===== src/hdl/pdmc_pkg.sv =====
// ----------------------------------------------------------------------------
// pdmc_pkg
// Shared types, register indexes and defaults for the PD position controller.
// ----------------------------------------------------------------------------
`default_nettype none

package pdmc_pkg;

    localparam int ANGLE_BITS_DEF = 32;
    localparam int FRAC_BITS_DEF  = 8;
    localparam int GAIN_FRAC      = 8;

    localparam int S_TDATA_W  = 120;
    localparam int S_TUSER_W  = 2;
    localparam int M_TDATA_W  = 120;
    localparam int CFG_ADDR_W = 3;
    localparam int CFG_DATA_W = 16;

    typedef enum logic [1:0] {
        CMD_TICK   = 2'd0,
        CMD_TARGET = 2'd1,
        CMD_ENABLE = 2'd2
    } cmd_t;

    localparam logic [CFG_ADDR_W-1:0] REG_GAIN_PROP  = 3'd0;
    localparam logic [CFG_ADDR_W-1:0] REG_GAIN_DERIV = 3'd1;
    localparam logic [CFG_ADDR_W-1:0] REG_TORQUE_MAX = 3'd2;
    localparam logic [CFG_ADDR_W-1:0] REG_TORQUE_MIN = 3'd3;
    localparam logic [CFG_ADDR_W-1:0] REG_SLEW_STEP  = 3'd4;
    localparam logic [CFG_ADDR_W-1:0] REG_DEAD_BAND  = 3'd5;

    localparam logic signed [15:0] GAIN_PROP_RST  = 16'sd1536;
    localparam logic signed [15:0] GAIN_DERIV_RST = -16'sd1536;
    localparam logic [14:0]        TORQUE_MAX_RST = 15'd255;
    localparam logic [14:0]        TORQUE_MIN_RST = 15'd0;
    localparam logic [14:0]        SLEW_STEP_RST  = 15'd31;
    localparam logic [15:0]        DEAD_BAND_RST  = 16'd1;

    typedef enum logic [3:0] {
        ST_IDLE,
        ST_CHECK,
        ST_DIV,
        ST_MUL_P,
        ST_MUL_D,
        ST_SUM,
        ST_SCALE,
        ST_SLEW,
        ST_CLAMP
    } state_t;

endpackage

`default_nettype wire


===== src/hdl/pdmc_div.sv =====
// ----------------------------------------------------------------------------
// pdmc_div
// Restoring serial divider, one quotient bit per cycle, unsigned operands.
// ----------------------------------------------------------------------------
`default_nettype none

module pdmc_div
    import pdmc_pkg::*;
#(
    parameter int DIV_W = ANGLE_BITS_DEF + FRAC_BITS_DEF
) (
    input  wire logic             aclk,
    input  wire logic             aresetn,
    input  wire logic             start,
    input  wire logic [DIV_W-1:0] dividend,
    input  wire logic [31:0]      divisor,
    output logic                  busy,
    output logic                  done,
    output logic [DIV_W-1:0]      quotient
);

    localparam int CNT_W = $clog2(DIV_W + 1);

    logic [31:0]      rem_reg,  rem_next;
    logic [DIV_W-1:0] quo_reg,  quo_next;
    logic [31:0]      dvs_reg,  dvs_next;
    logic [CNT_W-1:0] cnt_reg,  cnt_next;
    logic             busy_reg, busy_next;
    logic             done_reg, done_next;
    logic [32:0]      trial;
    logic             fits;

    assign trial = {rem_reg, quo_reg[DIV_W-1]};
    assign fits  = trial >= {1'b0, dvs_reg};

    always_comb begin
        rem_next  = rem_reg;
        quo_next  = quo_reg;
        dvs_next  = dvs_reg;
        cnt_next  = cnt_reg;
        busy_next = busy_reg;
        done_next = 1'b0;
        if (start) begin
            rem_next  = '0;
            quo_next  = dividend;
            dvs_next  = divisor;
            cnt_next  = CNT_W'(DIV_W);
            busy_next = 1'b1;
        end else if (busy_reg) begin
            rem_next = fits ? 32'(trial - {1'b0, dvs_reg}) : trial[31:0];
            quo_next = {quo_reg[DIV_W-2:0], fits};
            cnt_next = cnt_reg - CNT_W'(1);
            if (cnt_reg == CNT_W'(1)) begin
                busy_next = 1'b0;
                done_next = 1'b1;
            end
        end
    end

    always_ff @(posedge aclk) begin
        if (!aresetn) begin
            busy_reg <= 1'b0;
            done_reg <= 1'b0;
            cnt_reg  <= '0;
        end else begin
            busy_reg <= busy_next;
            done_reg <= done_next;
            cnt_reg  <= cnt_next;
        end
    end

    always_ff @(posedge aclk) begin
        rem_reg <= rem_next;
        quo_reg <= quo_next;
        dvs_reg <= dvs_next;
    end

    assign busy     = busy_reg;
    assign done     = done_reg;
    assign quotient = quo_reg;

endmodule

`default_nettype wire


===== src/hdl/pdmc_mul.sv =====
// ----------------------------------------------------------------------------
// pdmc_mul
// Shared signed 16 x 32 multiplier with a registered product.
// ----------------------------------------------------------------------------
`default_nettype none

module pdmc_mul
    import pdmc_pkg::*;
(
    input  wire logic               aclk,
    input  wire logic signed [15:0] mul_a,
    input  wire logic signed [31:0] mul_b,
    output logic signed [47:0]      mul_p
);

    logic signed [47:0] prod_reg;

    always_ff @(posedge aclk) begin
        prod_reg <= 48'(mul_a) * 48'(mul_b);
    end

    assign mul_p = prod_reg;

endmodule

`default_nettype wire


===== src/hdl/pd_motor_position_controller.sv =====
// ----------------------------------------------------------------------------
// pd_motor_position_controller
// PD position loop: velocity by serial division, torque from a shared
// multiplier, then slew, minimum and maximum limits.
// ----------------------------------------------------------------------------
//  channel   dir  handshake          payload
//  s_        in   s_tvalid/s_tready  s_tuser command, s_tdata tick/target/enable
//  m_        out  m_tvalid/m_tready  m_tdata torque, raw, velocity, flags, count
//  cfg_      in   cfg_we             cfg_addr register index, cfg_wdata value
//
//  target, enable and non-calculating ticks are taken in the idle state
//  a calculating tick runs check, divide, two multiplies, sum, scale, slew and
//  clamp, dividing one bit per cycle; inside the dead band it goes check to clamp
//  s_tready is high only while the sequencer is idle
//  the result register lets the next transfer in; clamp waits while it is full and m_tready is low
//  reset is synchronous, active low, and restores the register defaults
// ----------------------------------------------------------------------------
`default_nettype none

module pd_motor_position_controller
    import pdmc_pkg::*;
#(
    parameter int ANGLE_BITS = ANGLE_BITS_DEF,
    parameter int FRAC_BITS  = FRAC_BITS_DEF
) (
    input  wire logic                  aclk,
    input  wire logic                  aresetn,
    input  wire logic                  s_tvalid,
    output logic                       s_tready,
    // angle_now, time_ms, torque_now, target_angle, enable
    input  wire logic [S_TDATA_W-1:0]  s_tdata,
    // command
    input  wire logic [S_TUSER_W-1:0]  s_tuser,
    output logic                       m_tvalid,
    input  wire logic                  m_tready,
    // torque_out, torque_raw, velocity, slew_limited, raised_to_min,
    // clamped_max, calc_number
    output logic [M_TDATA_W-1:0]       m_tdata,
    input  wire logic                  cfg_we,
    input  wire logic [CFG_ADDR_W-1:0] cfg_addr,
    input  wire logic [CFG_DATA_W-1:0] cfg_wdata
);

    localparam int DIV_W = ANGLE_BITS + FRAC_BITS;
    localparam int SHIFT = GAIN_FRAC + FRAC_BITS;
    localparam int SUM_W = (ANGLE_BITS + FRAC_BITS + 16 > 48) ?
                           ANGLE_BITS + FRAC_BITS + 16 : 48;
    localparam logic signed [SUM_W-1:0] ROUND_BIAS = SUM_W'((64'd1 << SHIFT) - 64'd1);
    localparam logic signed [SUM_W-1:0] RAW_HI     = SUM_W'(64'sd2147483647);
    localparam logic signed [SUM_W-1:0] RAW_LO     = SUM_W'(-64'sd2147483648);

    // input fields
    logic [1:0]            in_cmd;
    logic [ANGLE_BITS-1:0] in_angle;
    logic [31:0]           in_time;
    logic signed [15:0]    in_torque;
    logic [ANGLE_BITS-1:0] in_target;
    logic                  in_enable;

    assign in_cmd    = s_tuser;
    assign in_angle  = s_tdata[ANGLE_BITS-1:0];
    assign in_time   = s_tdata[63:32];
    assign in_torque = s_tdata[79:64];
    assign in_target = s_tdata[80 +: ANGLE_BITS];
    assign in_enable = s_tdata[112];

    // configuration
    logic signed [15:0] gain_prop_reg, gain_deriv_reg;
    logic [14:0]        torque_max_reg, torque_min_reg, slew_step_reg;
    logic [15:0]        dead_band_reg;

    // controller state
    state_t                state_reg, state_next;
    logic                  is_enabled_reg, is_ready_reg, target_valid_reg;
    logic [ANGLE_BITS-1:0] target_hold_reg, prev_angle_reg;
    logic [31:0]           prev_time_reg, calc_count_reg;

    // working registers
    logic signed [ANGLE_BITS-1:0] err_reg, delta_reg;
    logic [31:0]                  elapsed_reg;
    logic signed [15:0]           last_torque_reg;
    logic                         inband_reg;
    logic signed [31:0]           vel_reg, raw_reg;
    logic signed [47:0]           pprod_reg;
    logic signed [SUM_W-1:0]      sum_reg;
    logic signed [17:0]           t_reg;
    logic                         slew_flag_reg;

    // result register
    logic        out_valid_reg;
    logic [15:0] out_torque_reg;
    logic [31:0] out_raw_reg, out_vel_reg, out_calc_reg;
    logic        out_slew_reg, out_min_reg, out_max_reg;

    // sequencer outputs
    logic               div_start, out_load;
    logic signed [15:0] mul_a;
    logic signed [31:0] mul_b;

    // datapath nets
    logic                  accept, calc_go;
    logic [ANGLE_BITS-1:0] err_mag, delta_mag;
    logic                  inband_now;
    logic [DIV_W-1:0]      dividend, div_quot;
    logic                  div_busy, div_done;
    logic signed [47:0]    mul_p;
    logic [63:0]           quot_x;
    logic [31:0]           quot_neg, vel_sat;
    logic signed [SUM_W-1:0] bias_sel, sum_biased, sum_scaled;
    logic signed [31:0]    raw_sat;
    logic signed [17:0]    slew_lo, slew_hi, t_slew;
    logic                  slew_hit;
    logic signed [17:0]    min_s, max_s, t_min, t_fin;
    logic                  min_zone, max_hit;

    assign accept  = s_tvalid && s_tready;
    assign calc_go = accept && (in_cmd == CMD_TICK) && is_enabled_reg && is_ready_reg
                     && target_valid_reg && (in_time != prev_time_reg);

    assign err_mag    = err_reg[ANGLE_BITS-1] ? $unsigned(-err_reg) : $unsigned(err_reg);
    assign delta_mag  = delta_reg[ANGLE_BITS-1] ? $unsigned(-delta_reg) : $unsigned(delta_reg);
    assign inband_now = err_mag <= ANGLE_BITS'(dead_band_reg);
    assign dividend   = {delta_mag, {FRAC_BITS{1'b0}}};

    // velocity saturation from the quotient magnitude
    assign quot_x   = 64'(div_quot);
    assign quot_neg = 32'd0 - quot_x[31:0];
    always_comb begin
        if (delta_reg[ANGLE_BITS-1]) begin
            vel_sat = (quot_x > 64'h8000_0000) ? 32'h8000_0000 : quot_neg;
        end else begin
            vel_sat = (quot_x > 64'h7fff_ffff) ? 32'h7fff_ffff : quot_x[31:0];
        end
    end

    // scale by 2^-SHIFT toward zero, then saturate
    assign bias_sel   = sum_reg[SUM_W-1] ? ROUND_BIAS : '0;
    assign sum_biased = sum_reg + bias_sel;
    assign sum_scaled = sum_biased >>> SHIFT;
    assign raw_sat    = (sum_scaled > RAW_HI) ? 32'h7fff_ffff :
                        (sum_scaled < RAW_LO) ? 32'h8000_0000 : sum_scaled[31:0];

    // slew window around the present torque
    assign slew_lo  = 18'(last_torque_reg) - $signed({3'b000, slew_step_reg});
    assign slew_hi  = 18'(last_torque_reg) + $signed({3'b000, slew_step_reg});
    assign slew_hit = (raw_reg < slew_lo) || (raw_reg > slew_hi);
    assign t_slew   = (raw_reg < slew_lo) ? slew_lo :
                      (raw_reg > slew_hi) ? slew_hi : raw_reg[17:0];

    // minimum and maximum magnitude
    assign min_s    = $signed({3'b000, torque_min_reg});
    assign max_s    = $signed({3'b000, torque_max_reg});
    assign min_zone = (t_reg > -min_s) && (t_reg < min_s) && (t_reg != '0);
    assign t_min    = min_zone ? (t_reg[17] ? -min_s : min_s) : t_reg;
    assign max_hit  = (t_min < -max_s) || (t_min > max_s);
    assign t_fin    = (t_min < -max_s) ? -max_s :
                      (t_min > max_s) ? max_s : t_min;

    pdmc_div #(
        .DIV_W (DIV_W)
    ) u_div (
        .aclk     (aclk),
        .aresetn  (aresetn),
        .start    (div_start),
        .dividend (dividend),
        .divisor  (elapsed_reg),
        .busy     (div_busy),
        .done     (div_done),
        .quotient (div_quot)
    );

    pdmc_mul u_mul (
        .aclk  (aclk),
        .mul_a (mul_a),
        .mul_b (mul_b),
        .mul_p (mul_p)
    );

    // next state
    always_comb begin
        state_next = state_reg;
        unique case (state_reg)
            ST_IDLE:  if (calc_go) state_next = ST_CHECK;
            ST_CHECK: state_next = inband_now ? ST_CLAMP : ST_DIV;
            ST_DIV:   if (div_done) state_next = ST_MUL_P;
            ST_MUL_P: state_next = ST_MUL_D;
            ST_MUL_D: state_next = ST_SUM;
            ST_SUM:   state_next = ST_SCALE;
            ST_SCALE: state_next = ST_SLEW;
            ST_SLEW:  state_next = ST_CLAMP;
            ST_CLAMP: if (!out_valid_reg || m_tready) state_next = ST_IDLE;
            default:  state_next = ST_IDLE;
        endcase
    end

    // sequencer outputs
    always_comb begin
        s_tready  = 1'b0;
        div_start = 1'b0;
        out_load  = 1'b0;
        mul_a     = gain_prop_reg;
        mul_b     = 32'(err_reg);
        unique case (state_reg)
            ST_IDLE:  s_tready = 1'b1;
            ST_CHECK: div_start = !inband_now;
            ST_MUL_D: begin
                mul_a = gain_deriv_reg;
                mul_b = vel_reg;
            end
            ST_CLAMP: out_load = !out_valid_reg || m_tready;
            default: ;
        endcase
    end

    // configuration writes
    always_ff @(posedge aclk) begin
        if (!aresetn) begin
            gain_prop_reg  <= GAIN_PROP_RST;
            gain_deriv_reg <= GAIN_DERIV_RST;
            torque_max_reg <= TORQUE_MAX_RST;
            torque_min_reg <= TORQUE_MIN_RST;
            slew_step_reg  <= SLEW_STEP_RST;
            dead_band_reg  <= DEAD_BAND_RST;
        end else if (cfg_we) begin
            unique case (cfg_addr)
                REG_GAIN_PROP:  gain_prop_reg  <= cfg_wdata;
                REG_GAIN_DERIV: gain_deriv_reg <= cfg_wdata;
                REG_TORQUE_MAX: torque_max_reg <= cfg_wdata[14:0];
                REG_TORQUE_MIN: torque_min_reg <= cfg_wdata[14:0];
                REG_SLEW_STEP:  slew_step_reg  <= cfg_wdata[14:0];
                REG_DEAD_BAND:  dead_band_reg  <= cfg_wdata;
                default: ;
            endcase
        end
    end

    // control state
    always_ff @(posedge aclk) begin
        if (!aresetn) begin
            state_reg        <= ST_IDLE;
            is_enabled_reg   <= 1'b0;
            is_ready_reg     <= 1'b0;
            target_valid_reg <= 1'b0;
            calc_count_reg   <= '0;
            out_valid_reg    <= 1'b0;
        end else begin
            state_reg <= state_next;
            if (accept) begin
                unique case (in_cmd)
                    CMD_TICK: begin
                        if (is_enabled_reg) is_ready_reg <= 1'b1;
                    end
                    CMD_TARGET: target_valid_reg <= 1'b1;
                    CMD_ENABLE: begin
                        if (in_enable != is_enabled_reg) begin
                            is_enabled_reg   <= in_enable;
                            is_ready_reg     <= 1'b0;
                            target_valid_reg <= 1'b0;
                        end
                    end
                    default: ;
                endcase
            end
            if (calc_go) calc_count_reg <= calc_count_reg + 32'd1;
            if (out_load) begin
                out_valid_reg <= 1'b1;
            end else if (m_tready) begin
                out_valid_reg <= 1'b0;
            end
        end
    end

    // datapath
    always_ff @(posedge aclk) begin
        if (accept && (in_cmd == CMD_TARGET)) target_hold_reg <= in_target;
        if (accept && (in_cmd == CMD_TICK) && is_enabled_reg) begin
            prev_angle_reg <= in_angle;
            prev_time_reg  <= in_time;
        end
        if (calc_go) begin
            err_reg         <= target_hold_reg - in_angle;
            delta_reg       <= in_angle - prev_angle_reg;
            elapsed_reg     <= in_time - prev_time_reg;
            last_torque_reg <= in_torque;
        end
        if (state_reg == ST_CHECK) begin
            inband_reg <= inband_now;
            if (inband_now) begin
                vel_reg       <= '0;
                raw_reg       <= '0;
                t_reg         <= '0;
                slew_flag_reg <= 1'b0;
            end
        end
        if ((state_reg == ST_DIV) && div_done) vel_reg <= vel_sat;
        if (state_reg == ST_MUL_D) pprod_reg <= mul_p;
        if (state_reg == ST_SUM) begin
            sum_reg <= (SUM_W'(pprod_reg) <<< FRAC_BITS) - SUM_W'(mul_p);
        end
        if (state_reg == ST_SCALE) raw_reg <= raw_sat;
        if (state_reg == ST_SLEW) begin
            t_reg         <= t_slew;
            slew_flag_reg <= slew_hit;
        end
        if (out_load) begin
            out_torque_reg <= t_fin[15:0];
            out_raw_reg    <= raw_reg;
            out_vel_reg    <= vel_reg;
            out_slew_reg   <= slew_flag_reg;
            out_min_reg    <= min_zone;
            out_max_reg    <= max_hit;
            out_calc_reg   <= calc_count_reg;
        end
    end

    assign m_tvalid = out_valid_reg;
    assign m_tdata  = {5'b00000, out_calc_reg, out_max_reg, out_min_reg, out_slew_reg,
                       out_vel_reg, out_raw_reg, out_torque_reg};

    // dead band path never reaches the slew stage
    a_inband_skips_slew: assert property (@(posedge aclk) disable iff (!aresetn)
        (state_reg == ST_SLEW) |-> !inband_reg)
        else $error("slew stage entered inside dead band");

    // divider only finishes while the sequencer waits on it
    a_div_done_in_div: assert property (@(posedge aclk) disable iff (!aresetn)
        div_done |-> (state_reg == ST_DIV))
        else $error("divider finished outside the divide state");

    // the divide state always has a running or finishing divider
    a_div_running: assert property (@(posedge aclk) disable iff (!aresetn)
        (state_reg == ST_DIV) |-> (div_busy || div_done))
        else $error("divide state without divider activity");

    // a new result only comes from the clamp stage
    a_result_source: assert property (@(posedge aclk) disable iff (!aresetn)
        $rose(m_tvalid) |-> ($past(state_reg) == ST_CLAMP))
        else $error("result raised outside the clamp stage");

endmodule

`default_nettype wire

===== config.mk =====
export PLATFORM = sky130hd
export DESIGN_NAME = pd_motor_position_controller
export DESIGN_NICKNAME = d
export VERILOG_FILES = /design/src/hdl/pdmc_pkg.sv /design/src/hdl/pdmc_div.sv /design/src/hdl/pdmc_mul.sv /design/src/hdl/pd_motor_position_controller.sv
export SDC_FILE = /design/constraint.sdc
export NUM_CORES = 2
export LEC_CHECK = 0
export CORE_AREA = 2 2 507 509
export CTS_CLUSTER_DIAMETER = 60
export DETAILED_ROUTE_END_ITERATION = 16
export DIE_AREA = 0 0 509 511
export DONT_BUFFER_PORTS = 1
export GPL_ROUTABILITY_DRIVEN = 0
export GPL_TIMING_DRIVEN = 1
export HOLD_SLACK_MARGIN = 0.15
export PLACE_DENSITY = 0.43
export SYNTH_ARGS = -nofsm -noshare
export SYNTH_HDL_FRONTEND = slang
export SYNTH_SLANG_ARGS = --single-unit

===== constraint.sdc =====
create_clock -name aclk -period 15.5 [get_ports aclk]
set_input_delay 3.1 -clock aclk [delete_from_list [all_inputs] [get_ports aclk]]
set_output_delay 3.1 -clock aclk [all_outputs]
set_load 0.01 [all_outputs]

## Word level (Yosys, flattened, before mapping)

Index checks and enable logic that the tools add are counted.

| storage, ports and cells | value |
|---|---|
| register bits after elaboration | 803 |
| bits of input ports | 146 |
| output and inout port bits | 122 |
| logic and storage cells | 187 |

| cells by class | value |
|---|---|
| add/sub/neg operators | 15 |
| multipliers | 1 |
| $lt $le $gt $ge | 12 |
| eq/ne operators | 23 |
| muxes and demuxes | 49 |
| bitwise operators | 2 |
| reductions and logical operators | 44 |

Operator list:

| kind | count |
|---|---|
| $mux W32 | 13 |
| $sub A32 B32 Y32 | 4 |
| $mux W18 | 7 |
| $gt A40 B32 Y1 const B | 2 |
| $mux W40 | 2 |
| $mux W16 | 4 |
| $neg A32 Y32 | 2 |
| $add A56 B17 Y56 | 1 |
| $sub A56 B48 Y56 | 1 |
| $mul A16 B32 Y48 | 1 |
| $gt A40 B31 Y1 const B | 1 |
| $lt A40 B32 Y1 const B | 1 |
| $neg A15 Y18 | 2 |
| $pmux W4 S9 | 1 |
| $ge A33 B32 Y1 | 1 |
| $add A32 B1 Y32 const B | 1 |
| $gt A32 B17 Y1 | 1 |
| $le A32 B16 Y1 | 1 |
| $lt A32 B17 Y1 | 1 |
| $ne A32 B32 Y1 | 1 |
| $sub A1 B32 Y32 const A | 1 |
| $reduce_bool A2 Y1 | 10 |
| $gt A18 B16 Y1 | 1 |
| $gt A18 B18 Y1 | 1 |
| other kinds (35) | 85 |

## Longest topological paths before layout

| depth | value |
|---|---|
| word-level depth | 10 |
| gate-level depth with buffers | 32 |
| mapped depth without buffers | 27 |

## Cells and area by module

From an unflattened synthesis, not the netlist that was laid out.

| unflattened totals | value |
|---|---|
| cell total of the unflattened synthesis | 6,487 |
| area total of the unflattened synthesis | 63,627.3 um^2 |

Modules (own cells, without submodules):

| module | times used | cells an instance | area an instance (um^2) | seq. area each (um^2) |
|---|---|---|---|---|
| pd_motor_position_controller | 1 | 3,757 | 38,484.4 | 17,977.2 |
| pdmc_mul | 1 | 2,095 | 18,799.3 | 960.9 |
| pdmc_div | 1 | 635 | 6,343.6 | 2,962.8 |

## Worst setup path before layout

No wires, ideal clock.

| path | value |
|---|---|
| kind | input to register |
| start | in s_tuser[1] |
| end | reg calc_count_reg[30] |
| setup time | 0.128 ns |
| data arrival time | 12.651 ns |
| data required time | 15.372 ns |
| slack | 2.722 ns |
| stages on the path | 11 |
| path buffers | 2 |
| cells stage by stage | nor4_1 and3_1 and2_1 buf_2 nand4_1 or2_2 clkbuf_1 nor3_1 nand2_1 xor2_1 nor2_1 |

| between the ends | value |
|---|---|
| cells in the longest elaborated chain, start to end | 6 |

Ends and longest elaborated chain:

| item | RTL line | RTL |
|---|---|---|
| start, declared | pd_motor_position_controller.sv:33 | `input wire logic [S_TUSER_W-1:0] s_tuser,` |
| $logic_not A2 Y1 | pd_motor_position_controller.sv:117 | `assign calc_go = accept && (in_cmd == CMD_TICK) && is_enabled_reg && is_ready_reg` |
| $logic_and A1 B1 Y1 (3 in a row) | pd_motor_position_controller.sv:117 |  |
| $logic_and A1 B1 Y1 (2 in a row) | pd_motor_position_controller.sv:118 | `&& target_valid_reg && (in_time != prev_time_reg);` |
| via calc_go | pd_motor_position_controller.sv:101 | `logic accept, calc_go;` |
| end signal, assigned | pd_motor_position_controller.sv:264 | `if (calc_go) calc_count_reg <= calc_count_reg + 32'd1;` |
| end, declared | pd_motor_position_controller.sv:76 | `logic [31:0] prev_time_reg, calc_count_reg;` |

The timed path passes the listed nets, and every way through them passes these cells.
A chain may end at the register's enable or synchronous reset.

## Final worst setup path

| path | value |
|---|---|
| start | reg state_reg[2] |
| end | reg u_mul.prod_reg[47] (netlist: u_mul.mul_p[47]) |

| between the ends | value |
|---|---|
| cells in the longest elaborated chain, start to end | 3 |

Ends and longest elaborated chain:

| item | RTL line | RTL |
|---|---|---|
| start, declared | pd_motor_position_controller.sv:73 | `state_t state_reg, state_next;` |
| start signal, assigned | pd_motor_position_controller.sv:247 | `state_reg <= state_next;` |
| $eq A4 B3 Y1 * | pd_motor_position_controller.sv:203 | `unique case (state_reg)` |
| $mux W16 / $mux W32 (equally long branches) | pd_motor_position_controller.sv:203 |  |
| $mul A16 B32 Y48 * | pdmc_mul.sv:19 | `prod_reg <= 48'(mul_a) * 48'(mul_b);` |
| end signal, assigned | pdmc_mul.sv:19 |  |
| end, declared | pdmc_mul.sv:16 | `logic signed [47:0] prod_reg;` |

Mark *: on every way between the ends. The rest lies on a longest branch, timed or not.

==> results.txt <==
- The flow ran to the end, and the final reports show no timing, DRC or antenna violations.
* Clock Pin Slew Worst Setup and Hold Paths: 60 ps
- Number of enable-type register cells in the synthesized netlist: 574
- IO buf count: 0
- Layout cells sized above 1: 5.82%
* Capture instance of the worst register-to-register path: u_mul.mul_p[47]
- A synthesized cell averages 9.60 um^2.
- By area the synthesized netlist is led by edfxtp_1, fa_1, ha_1, dfxtp_1, inv_1.
- The max-slew violation count is 0.
- Counting every instance in the synthesized netlist gives 6603.
- IR analysis of the VDD net gives a maximum drop of 0.0000980 V.
* Pin count of the biggest net entering global routing: 104
- Counting along the longest clock path gives a buffer depth of 3.
- Effective utilization at floorplan: 24.8%
- Worst slew margin relative to its limit: 16.6%
* Reported net switching power: 0.00251 W
- Warnings from Yosys: 0
- Number of post-CTS setup repair buffers: 0
- Unique masters post-synth: 93
- The number of hold buffers added after CTS was 0.
- Drt drc: 0
- Count of vias placed by the detailed router: 45.9k
- Worst setup path category: flop to flop
* Clock tree from TritonCTS: built
- Sequential elements use 34.4% of the synthesized area.
* Vias in the first global route: 46.2k
* Placed Cells: 9833
- Total negative slack for setup checks: 0 ps
* Pleak: 28.9 nW
- Combinational share of power: 30.7%
- Area taken by multi-input logic gates: 37300 um^2
- Worst Tran Pin Value: 1250 ps
* Top fanout value on the critical path: 70
- After the first detailed-routing iteration, the DRC count stood at 3299.
- Number of endpoints with negative hold slack in the final report: 0
- The first global-routing pass estimated 287 mm of wire.
* Power per standard cell area: 106 nW/um^2
- The critical path contains buffers and inverters numbering 6 combined.
- Y dimension of the die: 511 um
* Cell taking the most area after synthesis: edfxtp_1
- Non-Filler Instances: 10.0k
* Switching part of the total: 33.4%
* Number of filler instances in the final layout: 26.9k
- After synthesis the netlist holds a flip-flop and latch count of 803.
* Area of the core: 255000 um^2
- Based on the critical path, the design can be clocked at up to 103 MHz.
* Most prevalent standard cell on the critical path: fa_1
- Clock skew on the completed layout was measured at 64.9 ps.
- The worst hold path was traced through 0 stages.
* Area taken by flip-flops and latches: 21800 um^2
* Vias/cell: 4.57
* Total track usage: 14.2%
* Pre-CTS worst setup slack: 5900 ps
- After layout, the worst setup slack is 5810 ps.
- For this run, the leading register cell type out of synthesis is edfxtp_1.
- Nets: 7680
* Clock period minus worst slack: 9690 ps
- Number of antenna violations at the first check in global routing: 6
- The worst register-to-register path has a depth of 27.
- Total of endpoints with negative setup slack in the final report: 0
- The floorplan has 186 rows.
* Critical path data arrival time: 10300 ps
* Total of max-cap violations: 0
- Setup repair after global routing left no endpoint under its margin.
- Final cycle utilization of the critical path: 62.5%
- Int Power: 0.00500 W
- Detailed placement HPWL: 148 mm
- Number of routed nets with antenna violations: 0
- Of the total power, registers draw 34.8%.
- The number of gates resized after CTS was 0.
- Summed over all layers, the global routing overflow is 0.
- The clock tree synthesis step divided the H-tree into 3 levels.
* Area grow syn2layout: 12.1%
- Buffers inserted during clock tree synthesis total 107.
- STA classifies the critical path startpoint as a flop.
- Skew-Pair Late Insertion Delay: 740 ps
* Detailed-route wire length per cell: 18.7 um
- Stages on worst setup path: 27
- Of all flip-flops after synthesis, the portion carrying an async set or reset was 0%.
- For this design the top-level I/O count stands at 268.
- The root buffer cell chosen for the clock tree is clkbuf_16.
- The share of synthesized area in the top cell type comes to 27.2%.
- End point of the worst hold path: u_div.dvs_reg[29]
- Worst min-delay path class: flop to flop
- The worst setup path is captured at a flop.
* Post-synthesis instance area: 63400 um^2
- The largest individual stage delay along the critical path comes from the cell mux2i_1.
- The routed design has 188 mm of wire.
* Number of clock sinks: 803
- Reg2Reg Launch Point: state_reg[2]
- The register with the most flip-flops in the layout has 56 of them.
- Fraction of power consumed by the clock network: 34.5%
- Iteration count of the initial detailed-routing pass: 6
* CP Data Required Time: 16100 ps
- Worst Min Path Start: elapsed_reg[29]
- Area enclosed by the die boundary: 260000 um^2
- Reg-to-reg setup timing slack: 5810 ps
* Cell family with the largest share of critical-path delay: adder cells
* Slowest cell delay on critical path: 860 ps
- Die X-Extent: 509 um
placed cells by master, fill, tap and decap left out, types with 110 or more instances in the layout:
cell type    n
nand2_1    743
clkbuf_16  110
edfxtp_1   574
fa_1       492
ha_1       484
o21ai_0    282
xnor2_1    235
inv_1      930
nand3_1    136
nor2_1     561
dfxtp_1    228
a21oi_1    401
xor2_1     142
power by group through the flow:
stage	registers [W]	logic [W]	clock network, W
after floorplan	0.00261	0.00178	0
after global placement	0.00265	0.00230	0
after detailed placement	0.00266	0.00231	0
after CTS	0.00261	0.00233	0.00268
after global routing	0.00263	0.00263	0.00276
final	0.00261	0.00231	0.00259
metal layers:
layer	vias up	part of all wire, %	wire length (um)	track usage (%)
met2	885	46	86600	23.3
met1	22500	47	87600	19.3
met4	4	2.2	4190	3.22
li1	22300	-	-	-
met5	-	0.014	27	0
met3	208	4.9	9260	2.71
area by class of cell:
class,instances,area share [%]
multi-input combinational,4661,52.5
sequential,803,30.7
tap,3384,5.96
inverter,933,4.93
clock buffer,134,4.07
clock inverter,70,1.23
timing repair buffer,52,0.549
antenna,2,0.00704
per-stage QoR:
stage	utilization [%]	area, um^2	power (W)	hold slack, ps
4_1_cts	27.8	71000	0.00762	414
2_1_floorplan	-	63400	0.00439	400
3_5_place_dp	26.4	67300	0.00497	405
5_1_grt	27.8	71000	0.00803	425
3_3_place_gp	26.4	67300	0.00495	402
6_report	27.8	71100	0.00751	410
worst max-delay path by stage:
stage	from	endpoint
after floorplan	s_tuser[1]	calc_count_reg[30]
after global placement	state_reg[2]	u_mul.mul_p[47]
after detailed placement	state_reg[2]	u_mul.mul_p[47]
after CTS	state_reg[2]	u_mul.mul_p[47]
after global routing	state_reg[2]	u_mul.mul_p[47]
final	state_reg[2]	u_mul.mul_p[47]
cells by family (layout without fill, tap and decap cells):
family / count (synthesis) / in the layout / synth area share (%)
and+or+nand+nor: 1959 / 1959 / 14.0
xor gates and xnor gates: 377 / 377 / 5.21
other: 1 / 7 / 0.00592
DFF: 803 / 803 / 34.4
buffers and inverters: 1143 / 1189 / 6.86
muxes: 156 / 156 / 2.61
AOI/OAI and AO/OA: 1188 / 1188 / 11.7
adders and majority gates: 976 / 976 / 25.1
cells in the mapped netlist, types with 23 or more instances:
library cell	n
nor4_1	31
o21a_1	47
o21ai_0	284
xnor2_1	235
a31oi_1	33
fa_1	492
dfxtp_1	229
and3_1	44
edfxtp_1	574
a21o_1	106
and2_1	23
a21oi_1	401
o211ai_1	29
nand2_1	743
a211oi_1	47
nand2b_1	63
nor3_1	87
o31ai_1	36
ha_1	484
nand3_1	136
mux2i_1	81
o21bai_1	28
mux2_2	75
xor2_1	142
nor2b_1	64
inv_1	930
nor2_1	563
or3_1	43
clkbuf_1	174
nand4_1	66
(Power assumes the default switching activity.)
